--- src/sv/bls_pkg.sv ---
package bls_pkg;

    localparam int COORD_BITS = 12;
    localparam int DELTA_W    = COORD_BITS + 1;
    localparam int ERR_W      = COORD_BITS + 2;
    localparam int CMP_W      = ERR_W + 2;
    localparam int WIDTH_BITS = 11;
    localparam int HEIGHT_BITS = 10;
    localparam int ADDR_W     = 20;
    localparam int COLOR_W    = 8;

    localparam logic [WIDTH_BITS-1:0]  WIDTH_RESET  = WIDTH_BITS'(320);
    localparam logic [HEIGHT_BITS-1:0] HEIGHT_RESET = HEIGHT_BITS'(200);

    typedef enum logic
    {
        CMD_START = 1'b0,
        CMD_STEP  = 1'b1
    } cmd_t;

    typedef enum logic [0:0]
    {
        REG_ROW_PITCH = 1'b0,
        REG_ROW_COUNT = 1'b1
    } cfg_reg_t;

    typedef struct packed
    {
        logic signed [COORD_BITS-1:0] x;
        logic signed [COORD_BITS-1:0] y;
        logic [COLOR_W-1:0]           color;
        logic                         last;
        logic                         no_line;
    } pix_t;

endpackage

--- src/sv/bresenham_line_pixel_stepper_top.sv ---
// Bresenham line stepper: a start transaction (cmd 0) loads both endpoints and the pen color and
// returns the first pixel; each step transaction (cmd 1) returns the next pixel of the line, with
// last set on the endpoint. A new transaction is taken every clock while item_stall is low; each
// result is registered by the line state update and then by the output register after the address
// multiply-add y * width + x. Pixels outside the configured screen come out with visible low and
// address zero, and a step with no line in progress returns the held position with last set.
// Write the row width (index 0) and the row count (index 1) only while no transaction is in
// flight.
module bresenham_line_pixel_stepper_top
    import bls_pkg::*;
(
    input  logic                         clk,
    input  logic                         rst_n,
    input  logic                         item_valid,
    output logic                         item_stall,
    input  logic                         cmd,
    input  logic signed [COORD_BITS-1:0] start_x,
    input  logic signed [COORD_BITS-1:0] start_y,
    input  logic signed [COORD_BITS-1:0] end_x,
    input  logic signed [COORD_BITS-1:0] end_y,
    input  logic [COLOR_W-1:0]           pen_color,
    output logic                         pixel_valid,
    input  logic                         pixel_stall,
    output logic signed [COORD_BITS-1:0] pixel_x,
    output logic signed [COORD_BITS-1:0] pixel_y,
    output logic [ADDR_W-1:0]            pixel_address,
    output logic [COLOR_W-1:0]           pixel_color,
    output logic                         visible,
    output logic                         last,
    input  logic                         cfg_valid,
    output logic                         cfg_ready,
    input  logic [0:0]                   cfg_index,
    input  logic [WIDTH_BITS-1:0]        cfg_data
);

    logic [WIDTH_BITS-1:0]  width_reg;
    logic [HEIGHT_BITS-1:0] height_reg;
    logic                   s1_valid_reg, s1_valid_next;
    logic                   out_valid_reg, out_valid_next;
    logic                   out_en;
    logic                   s1_en;
    logic                   take;
    pix_t                   pix;

    always_comb
    begin
        out_en = !out_valid_reg || !pixel_stall;
        s1_en = !s1_valid_reg || out_en;
        take = item_valid && s1_en;
        s1_valid_next = s1_en ? item_valid : s1_valid_reg;
        out_valid_next = out_en ? s1_valid_reg : out_valid_reg;
    end

    always_ff @(posedge clk or negedge rst_n)
    begin
        if (!rst_n)
        begin
            s1_valid_reg <= 1'b0;
            out_valid_reg <= 1'b0;
        end
        else
        begin
            s1_valid_reg <= s1_valid_next;
            out_valid_reg <= out_valid_next;
        end
    end

    always_ff @(posedge clk or negedge rst_n)
    begin
        if (!rst_n)
        begin
            width_reg <= WIDTH_RESET;
            height_reg <= HEIGHT_RESET;
        end
        else if (cfg_valid)
        begin
            unique case (cfg_reg_t'(cfg_index))
                REG_ROW_PITCH: width_reg <= cfg_data;
                REG_ROW_COUNT: height_reg <= cfg_data[HEIGHT_BITS-1:0];
                default:       width_reg <= width_reg;
            endcase
        end
    end

    bls_core u_core
    (
        .clk       (clk),
        .rst_n     (rst_n),
        .take      (take),
        .cmd       (cmd),
        .start_x   (start_x),
        .start_y   (start_y),
        .end_x     (end_x),
        .end_y     (end_y),
        .pen_color (pen_color),
        .pix       (pix)
    );

    bls_out u_out
    (
        .clk           (clk),
        .load          (out_en && s1_valid_reg),
        .pix           (pix),
        .row_pitch     (width_reg),
        .row_count     (height_reg),
        .pixel_x       (pixel_x),
        .pixel_y       (pixel_y),
        .pixel_address (pixel_address),
        .pixel_color   (pixel_color),
        .visible       (visible),
        .last          (last)
    );

    assign item_stall = !s1_en;
    assign pixel_valid = out_valid_reg;
    assign cfg_ready = 1'b1;

endmodule

--- src/sv/bls_core.sv ---
module bls_core
    import bls_pkg::*;
(
    input  logic                         clk,
    input  logic                         rst_n,
    input  logic                         take,
    input  logic                         cmd,
    input  logic signed [COORD_BITS-1:0] start_x,
    input  logic signed [COORD_BITS-1:0] start_y,
    input  logic signed [COORD_BITS-1:0] end_x,
    input  logic signed [COORD_BITS-1:0] end_y,
    input  logic [COLOR_W-1:0]           pen_color,
    output pix_t                         pix
);

    logic signed [COORD_BITS-1:0] cur_x_reg, cur_x_next;
    logic signed [COORD_BITS-1:0] cur_y_reg, cur_y_next;
    logic signed [COORD_BITS-1:0] goal_x_reg, goal_x_next;
    logic signed [COORD_BITS-1:0] goal_y_reg, goal_y_next;
    logic [DELTA_W-1:0]           abs_dx_reg, abs_dx_next;
    logic [DELTA_W-1:0]           abs_dy_reg, abs_dy_next;
    logic                         step_x_neg_reg, step_x_neg_next;
    logic                         step_y_neg_reg, step_y_neg_next;
    logic signed [ERR_W-1:0]      err_reg, err_next;
    logic [COLOR_W-1:0]           color_reg, color_next;
    logic                         active_reg, active_next;
    pix_t                         pix_reg, pix_next;

    logic signed [DELTA_W-1:0] sdx;
    logic signed [DELTA_W-1:0] sdy;
    logic signed [ERR_W:0]     e2;
    logic signed [CMP_W-1:0]   e2_w;
    logic signed [CMP_W-1:0]   dx_w;
    logic signed [CMP_W-1:0]   dy_w;
    logic signed [CMP_W-1:0]   err_acc;
    logic                      move_x;
    logic                      move_y;
    logic                      done;

    always_comb
    begin
        sdx = DELTA_W'(end_x) - DELTA_W'(start_x);
        sdy = DELTA_W'(end_y) - DELTA_W'(start_y);
        e2 = {err_reg, 1'b0};
        e2_w = CMP_W'(e2);
        dx_w = $signed(CMP_W'(abs_dx_reg));
        dy_w = $signed(CMP_W'(abs_dy_reg));
        move_x = e2_w > -dy_w;
        move_y = e2_w < dx_w;
        err_acc = CMP_W'(err_reg) - (move_x ? dy_w : CMP_W'(0)) + (move_y ? dx_w : CMP_W'(0));

        cur_x_next = cur_x_reg;
        cur_y_next = cur_y_reg;
        goal_x_next = goal_x_reg;
        goal_y_next = goal_y_reg;
        abs_dx_next = abs_dx_reg;
        abs_dy_next = abs_dy_reg;
        step_x_neg_next = step_x_neg_reg;
        step_y_neg_next = step_y_neg_reg;
        err_next = err_reg;
        color_next = color_reg;
        active_next = active_reg;
        done = 1'b1;

        if (cmd == CMD_START)
        begin
            cur_x_next = start_x;
            cur_y_next = start_y;
            goal_x_next = end_x;
            goal_y_next = end_y;
            abs_dx_next = sdx[DELTA_W-1] ? DELTA_W'(-sdx) : DELTA_W'(sdx);
            abs_dy_next = sdy[DELTA_W-1] ? DELTA_W'(-sdy) : DELTA_W'(sdy);
            step_x_neg_next = sdx[DELTA_W-1] || (sdx == '0);
            step_y_neg_next = sdy[DELTA_W-1] || (sdy == '0);
            err_next = $signed(ERR_W'(abs_dx_next)) - $signed(ERR_W'(abs_dy_next));
            color_next = pen_color;
            done = (start_x == end_x) && (start_y == end_y);
            active_next = !done;
        end
        else if (active_reg)
        begin
            if (move_x)
            begin
                cur_x_next = step_x_neg_reg ? cur_x_reg - COORD_BITS'(1)
                                            : cur_x_reg + COORD_BITS'(1);
            end
            if (move_y)
            begin
                cur_y_next = step_y_neg_reg ? cur_y_reg - COORD_BITS'(1)
                                            : cur_y_reg + COORD_BITS'(1);
            end
            err_next = err_acc[ERR_W-1:0];
            done = (cur_x_next == goal_x_reg) && (cur_y_next == goal_y_reg);
            active_next = !done;
        end

        pix_next.x = cur_x_next;
        pix_next.y = cur_y_next;
        pix_next.color = color_next;
        pix_next.last = done;
        pix_next.no_line = (cmd == CMD_STEP) && !active_reg;
    end

    always_ff @(posedge clk or negedge rst_n)
    begin
        if (!rst_n)
        begin
            cur_x_reg <= '0;
            cur_y_reg <= '0;
            goal_x_reg <= '0;
            goal_y_reg <= '0;
            abs_dx_reg <= '0;
            abs_dy_reg <= '0;
            step_x_neg_reg <= 1'b0;
            step_y_neg_reg <= 1'b0;
            err_reg <= '0;
            color_reg <= '0;
            active_reg <= 1'b0;
        end
        else if (take)
        begin
            cur_x_reg <= cur_x_next;
            cur_y_reg <= cur_y_next;
            goal_x_reg <= goal_x_next;
            goal_y_reg <= goal_y_next;
            abs_dx_reg <= abs_dx_next;
            abs_dy_reg <= abs_dy_next;
            step_x_neg_reg <= step_x_neg_next;
            step_y_neg_reg <= step_y_neg_next;
            err_reg <= err_next;
            color_reg <= color_next;
            active_reg <= active_next;
        end
    end

    always_ff @(posedge clk)
    begin
        if (take)
        begin
            pix_reg <= pix_next;
        end
    end

    assign pix = pix_reg;

endmodule

--- src/sv/bls_out.sv ---
module bls_out
    import bls_pkg::*;
(
    input  logic                         clk,
    input  logic                         load,
    input  pix_t                         pix,
    input  logic [WIDTH_BITS-1:0]        row_pitch,
    input  logic [HEIGHT_BITS-1:0]       row_count,
    output logic signed [COORD_BITS-1:0] pixel_x,
    output logic signed [COORD_BITS-1:0] pixel_y,
    output logic [ADDR_W-1:0]            pixel_address,
    output logic [COLOR_W-1:0]           pixel_color,
    output logic                         visible,
    output logic                         last
);

    logic signed [COORD_BITS-1:0] x_reg;
    logic signed [COORD_BITS-1:0] y_reg;
    logic [ADDR_W-1:0]            addr_reg, addr_next;
    logic [COLOR_W-1:0]           color_reg;
    logic                         vis_reg, vis_next;
    logic                         last_reg;

    logic [ADDR_W-1:0] xz;
    logic [ADDR_W-1:0] yz;
    logic [ADDR_W-1:0] wz;
    logic [ADDR_W-1:0] hz;

    always_comb
    begin
        xz = ADDR_W'($unsigned(pix.x));
        yz = ADDR_W'($unsigned(pix.y));
        wz = ADDR_W'(row_pitch);
        hz = ADDR_W'(row_count);
        vis_next = !pix.no_line && !pix.x[COORD_BITS-1] && !pix.y[COORD_BITS-1]
                   && (xz < wz) && (yz < hz);
        addr_next = vis_next ? ADDR_W'(yz * wz + xz) : '0;
    end

    always_ff @(posedge clk)
    begin
        if (load)
        begin
            x_reg <= pix.x;
            y_reg <= pix.y;
            addr_reg <= addr_next;
            color_reg <= pix.color;
            vis_reg <= vis_next;
            last_reg <= pix.last;
        end
    end

    assign pixel_x = x_reg;
    assign pixel_y = y_reg;
    assign pixel_address = addr_reg;
    assign pixel_color = color_reg;
    assign visible = vis_reg;
    assign last = last_reg;

endmodule

--- config.mk ---
export PLATFORM = sky130hd
export DESIGN_NAME = bresenham_line_pixel_stepper_top
export DESIGN_NICKNAME = d
export VERILOG_FILES = /design/src/sv/bls_pkg.sv /design/src/sv/bresenham_line_pixel_stepper_top.sv /design/src/sv/bls_core.sv /design/src/sv/bls_out.sv
export SDC_FILE = /design/constraint.sdc
export NUM_CORES = 1
export LEC_CHECK = 0
export BUFFER_PORTS_ARGS = -buffer_cell sky130_fd_sc_hd__buf_2
export CAP_MARGIN = 40
export CORE_ASPECT_RATIO = 0.6
export CORE_UTILIZATION = 40
export DETAILED_ROUTE_END_ITERATION = 12
export PLACE_DENSITY = 0.62
export SLEW_MARGIN = 20
export SYNTH_ARGS = -nofsm -noshare
export SYNTH_HDL_FRONTEND = slang
export SYNTH_SLANG_ARGS = --single-unit
--- constraint.sdc ---
create_clock -name clk -period 12.8 [get_ports clk]
set_clock_uncertainty 0.2 [all_clocks]
set_input_delay 2.56 -clock clk [delete_from_list [all_inputs] [get_ports clk]]
set_output_delay 2.56 -clock clk [all_outputs]
set_load 0.005 [all_outputs]
# After elaboration in Yosys (flattened, before gate mapping)
# Index checks and enable logic that the tools add are counted.
# word_totals
n_memories,0
rom_bits,0
latchBits,0
regBits,210
mem_bits_rw,0
input_bits,74
out_inout_bits,57
elab_cells,103
# classes
order_cmp,4
bitwise_logic,2
shift,0
addsub,13
n_eq_ne,5
multipliers,1
div_mod_pow,0
reduce_logical,29
muxes,23
# ops
op,count
$mux W12,12
$mux W13,4
$eq A12 B12 Y1,4
$mux W14,2
$logic_not A13 Y1,2
$neg A13 Y13,2
$sub A12 B12 Y13,2
$add A12 B2 Y12 const B,2
$sub A12 B2 Y12 const B,2
$add A20 B12 Y20,1
$mul A12 B11 Y20,1
$gt A15 B16 Y1,1
$neg A13 Y16,1
$lt A15 B14 Y1,1
$add A14 B14 Y14,1
$sub A13 B13 Y14,1
$sub A14 B14 Y14,1
$lt A12 B10 Y1,1
$lt A12 B11 Y1,1
$logic_not A1 Y1,10
$logic_and A1 B1 Y1,9
$mux W8,1
$reduce_and A2 Y1,4
$logic_or A1 B1 Y1,4
3 further kinds,7

# Depth between registers and ports, before layout
# logic_depth
ltp_word,10
mapped_depth,27
depth_no_buf,26

# Cells and area by module
# A second synthesis with hierarchy kept.
# hier_totals
cells_unflattened,2071
area_unflattened_um2,19008.2
# by_module_without_submodules
module,instances,cells_per_inst,area_per_inst_um2,seq_area_each_um2
bls_core,1,1344,11432.2,3498.4
bls_out,1,672,6641.4,1621.6
bresenham_line_pixel_stepper_top,1,55,934.6,581.8

# Least setup slack after synthesis
# No wires, ideal clock.
# synth_path
path_type,input -> register
startpoint,input port pixel_stall
endpoint,"register u_out.last_reg (netlist: u_out.last), enable pin"
path_stages,1
arrival_time_ps,6513
slack_ps,5540
setup_ps,548
n_path_buf,0
t_required_ps,12052
cell_sequence,a21boi_0
# synth_between
elab_chain_cells,3
# synth_lines
element,line_no,source
"start, declared",bresenham_line_pixel_stepper_top.sv:23,"input logic pixel_stall,"
$logic_not A1 Y1,bresenham_line_pixel_stepper_top.sv:47,out_en = !out_valid_reg || !pixel_stall;
$logic_or A1 B1 Y1,bresenham_line_pixel_stepper_top.sv:47,
$logic_and A1 B1 Y1,bresenham_line_pixel_stepper_top.sv:102,".load (out_en && s1_valid_reg),"
"end signal, assigned",bls_out.sv:49,last_reg <= pix.last;
"end, declared",bls_out.sv:22,logic last_reg;
# Every way passes these cells.
# A chain may end at the register's enable or synchronous reset.

# Worst setup path in the final report
# layout_path
startpoint,input port end_y[0]
endpoint,register u_core.err_reg[10]
# layout_between
elab_chain_cells,5
# layout_lines
element,line_no,source
"start, declared",bresenham_line_pixel_stepper_top.sv:20,"input logic signed [COORD_BITS-1:0] end_y,"
$sub A12 B12 Y13 *,bls_core.sv:43,sdy = DELTA_W'(end_y) - DELTA_W'(start_y);
$neg A13 Y13,bls_core.sv:72,abs_dy_next = sdy[DELTA_W-1] ? DELTA_W'(-sdy) : DELTA_W'(sdy);
$mux W13 *,bls_core.sv:72,
$sub A13 B13 Y14 *,bls_core.sv:75,err_next = $signed(ERR_W'(abs_dx_next)) - $signed(ERR_W'(abs_dy_next));
$mux W14 *,bls_core.sv:65,if (cmd == CMD_START)
"end signal, assigned",bls_core.sv:130,err_reg <= err_next;
"end, declared",bls_core.sv:24,"logic signed [ERR_W-1:0] err_reg, err_next;"
# Mark *: on every way between the ends. The rest lies on a longest branch, timed or not.

==> reports/metrics.yaml <==
status:
  outcome: "finished clean"
clock_network:
  ctsRootBufferMaster: "clkbuf_16"
  ctsResizeCount: 0
  cts_hold_buf: 0
  clockBufferDepth: 3
  cts_setup_buffers: 0
  cts_sinks: 210
  cts_tree: "done"
  htree_levels: 1
  clkLatencyLatePin_ns: 0.58
  clk_pin_slew_ns: 0.06
  cts_buffers: 24
synth:
  synth.distinct_cells: 85
  ys_seq_area_share_pct: 30.5
  synthesis.nets: 2409
  syn_area_per_cell_um2: 9.12
  syn_inst: 2052
  ys_ff_latch: 210
  synthTopCellsByArea: "dfrtp_1, edfxtp_1, fa_1, ha_1, inv_1"
  async_flop_share_pct: 58.1
  ys_warn_count: 0
  synth_edf_count: 88
  synth_area_leader_cell: "dfrtp_1"
  synthFlopType: "dfrtp_1"
  yosysTopAreaCellShare_pct: 15.6
  netlist_area_um2: 18700
timing:
  rsz0062_at_grt: "false"
  finalSetupTns_ns: 0
  finalWorstSetupSlack_ns: 5.18
  period_minus_slack_ns: 7.62
  worst_slew_pin_slew_ns: 0.798
  fin_crit_sh_pct: 59.5
  finalSetupViolCount: 0
  slew_headroom_pct: 46.7
  fin_hold_ws_ns: 0.220
  timing.fmax_mhz: 131
  hold_violations: 0
  drv_slew: 0
die:
  die_h_um: 170
  ioPinCount: 131
  rows: 60
  dieArea_um2: 47700
  design.core.area_um2: 45500
  start_util_pct: 41.1
  die_w_um: 281
cells_and_area:
  drive_above_1_share_pct: 11.7
  most-common-layout-cells: "inv_1, nand2_1, ha_1"
  fin_cells: 2793
  final_common_cell: "inv_1"
  largest_reg_flops: 34
  fin_nets: 2509
  syn2layout_area_growth_pct: 11.5
  utilization_pct: 45.8
place:
  preCtsSetupSlack_ns: 4.70
  place_inst: 2743
  globalplace.congestion: 0.953
  io_buffers: 129
  dp_hpwl_um: 43200
setup_path:
  crit_path_end_kind: "flip-flop"
  timing.rr.start: "u_core.abs_dy_reg[3]"
  cp.arrival_ns: 7.84
  crit_fanout: 7
  rr_worst_depth: 24
  crit_type: "in2reg"
  worstPathRequired_ns: 13.02
  start_kind: "input port"
  setup.worst_path.start: "end_y[0]"
grt:
  grt_max_degree: 78
  gr-usage-all-layers_pct: 23.5
  grt_pass1_wl_um: 85600
  grt_pass1_vias: 14755
  grt_overflow_total: 0
  antenna_found_initial: 2
detailed_routing:
  drc: 0
  wire_per_inst_um: 19.8
  routed_wl_um: 55300
  first_pass_iters: 7
  drtIter0Drc: 1384
  antenna_left: 0
  vias: 15169
  vias_per_cell: 5.43
worst_hold_path:
  hold_class: "reg2reg"
  holdPathStages: 0
  hold_start: "u_core.pix[3]"
pwr:
  share_comb_of_total_power_pct: 70.2
  p_leak_nw: 9.73
  p_clk_share_pct: 11.6
  p_sw_share_pct: 49.2
  p_sw_w: 0.00315
  p_int_w: 0.00326
  pwr-share-seq_pct: 18.2
  cellPowerDensity_nw_per_um2: 307
  peakVddDrop_mv: 0.327
run:
  drv_cap: 0
-- critical path: stages --
cell and delay, ns:
buf_2 0.09, inv_1 0.06, ha_1 0.16, inv_1 0.06
fa_1 0.41, a21o_1 0.19, a21oi_1 0.20, o21bai_1 0.12
a2111oi_0 0.58, nor2_1 0.16, nand2_1 0.13, a41oi_1 0.32
mux2i_1 0.44, inv_1 0.12, fa_1 0.45, nor2b_1 0.16
o21ai_0 0.13, a21boi_0 0.25, o21ai_0 0.14, a21boi_0 0.36
o2111ai_1 0.15, nand2_1 0.11, nor2_1 0.06, xnor2_1 0.12
a221o_1 0.31
-- cell usage after synthesis (all sizes together), types with 21 or more instances --
library cell    n
a211oi         27
o21ai         100
xor2           52
nor3           40
nand3          24
and2           64
edfxtp         88
dfrtp         117
ha            166
nor2          142
xnor2          84
a31oi          21
nand2         256
mux2           41
inv           271
fa            117
clkbuf         60
a21oi          93
o22ai          24
a21o           34
-- path summary, 6_finish.rpt --
check                                       end  slack, ns
max                          u_core.err_reg[10]       5.18
min                        u_out.pixel_color[1]       0.22
max reg2reg                  u_core.err_reg[10]       6.00
min reg2reg                u_out.pixel_color[1]       0.22
max in group asynchronous   u_core.cur_x_reg[5]       9.41
min in group asynchronous  u_core.goal_y_reg[1]       1.83
-- final cells by class --
cell class / count / area (um2)
multi-input combinational: 1497 / 11700
tap: 620 / 776
inverter: 271 / 1020
clock inverter: 15 / 186
fill: 4424 / 24600
timing repair buffer: 148 / 832
clock buffer: 29 / 651
sequential: 210 / 5700
antenna: 3 / 7.51
-- stage by stage --
| step | total power (W) | area [um2] |
|---|---|---|
| 4_1_cts | 0.00639 | 20800 |
| 6_report | 0.00641 | 20900 |
| 3_3_place_gp | 0.00550 | 20000 |
| 5_1_grt | 0.00704 | 20900 |
| 3_5_place_dp | 0.00558 | 20000 |
| 2_1_floorplan | 0.00454 | 18700 |
-- power groups by stage --
| stage | sequential [W] | combinational [W] | clock (W) |
|---|---|---|---|
| floorplan | 0.00102 | 0.00352 | 0 |
| global placement | 0.00117 | 0.00433 | 0 |
| detailed placement | 0.00117 | 0.00441 | 0 |
| CTS | 0.00116 | 0.00447 | 0.000763 |
| global route | 0.00119 | 0.00506 | 0.000788 |
| finish | 0.00117 | 0.00450 | 0.000746 |
-- metal layers --
| layer | part of all wire (%) | global-route usage, % | vias up |
|---|---|---|---|
| met1 | 49 | 35.8 | 7448 |
| li1 | - | - | 7158 |
| met3 | 9.1 | 5.30 | 54 |
| met2 | 41 | 33.9 | 509 |
| met5 | 0 | 0 | - |
| met4 | 1.6 | 4.37 | 0 |
-- kinds of logic (layout without fill, tap and decap cells) --
logic type	after synthesis	count (layout)	synth area share, %
AOI/OAI and AO/OA	405	405	14.0
xor gates and xnor gates	136	136	6.37
adders and majority gates	283	283	23.6
buffers and inverters	345	463	7.20
DFF	210	210	30.5
muxes	59	59	3.43
other	1	4	0.0200
and+or+nand+nor	613	613	14.9
Power figures use the tool's default switching activity.
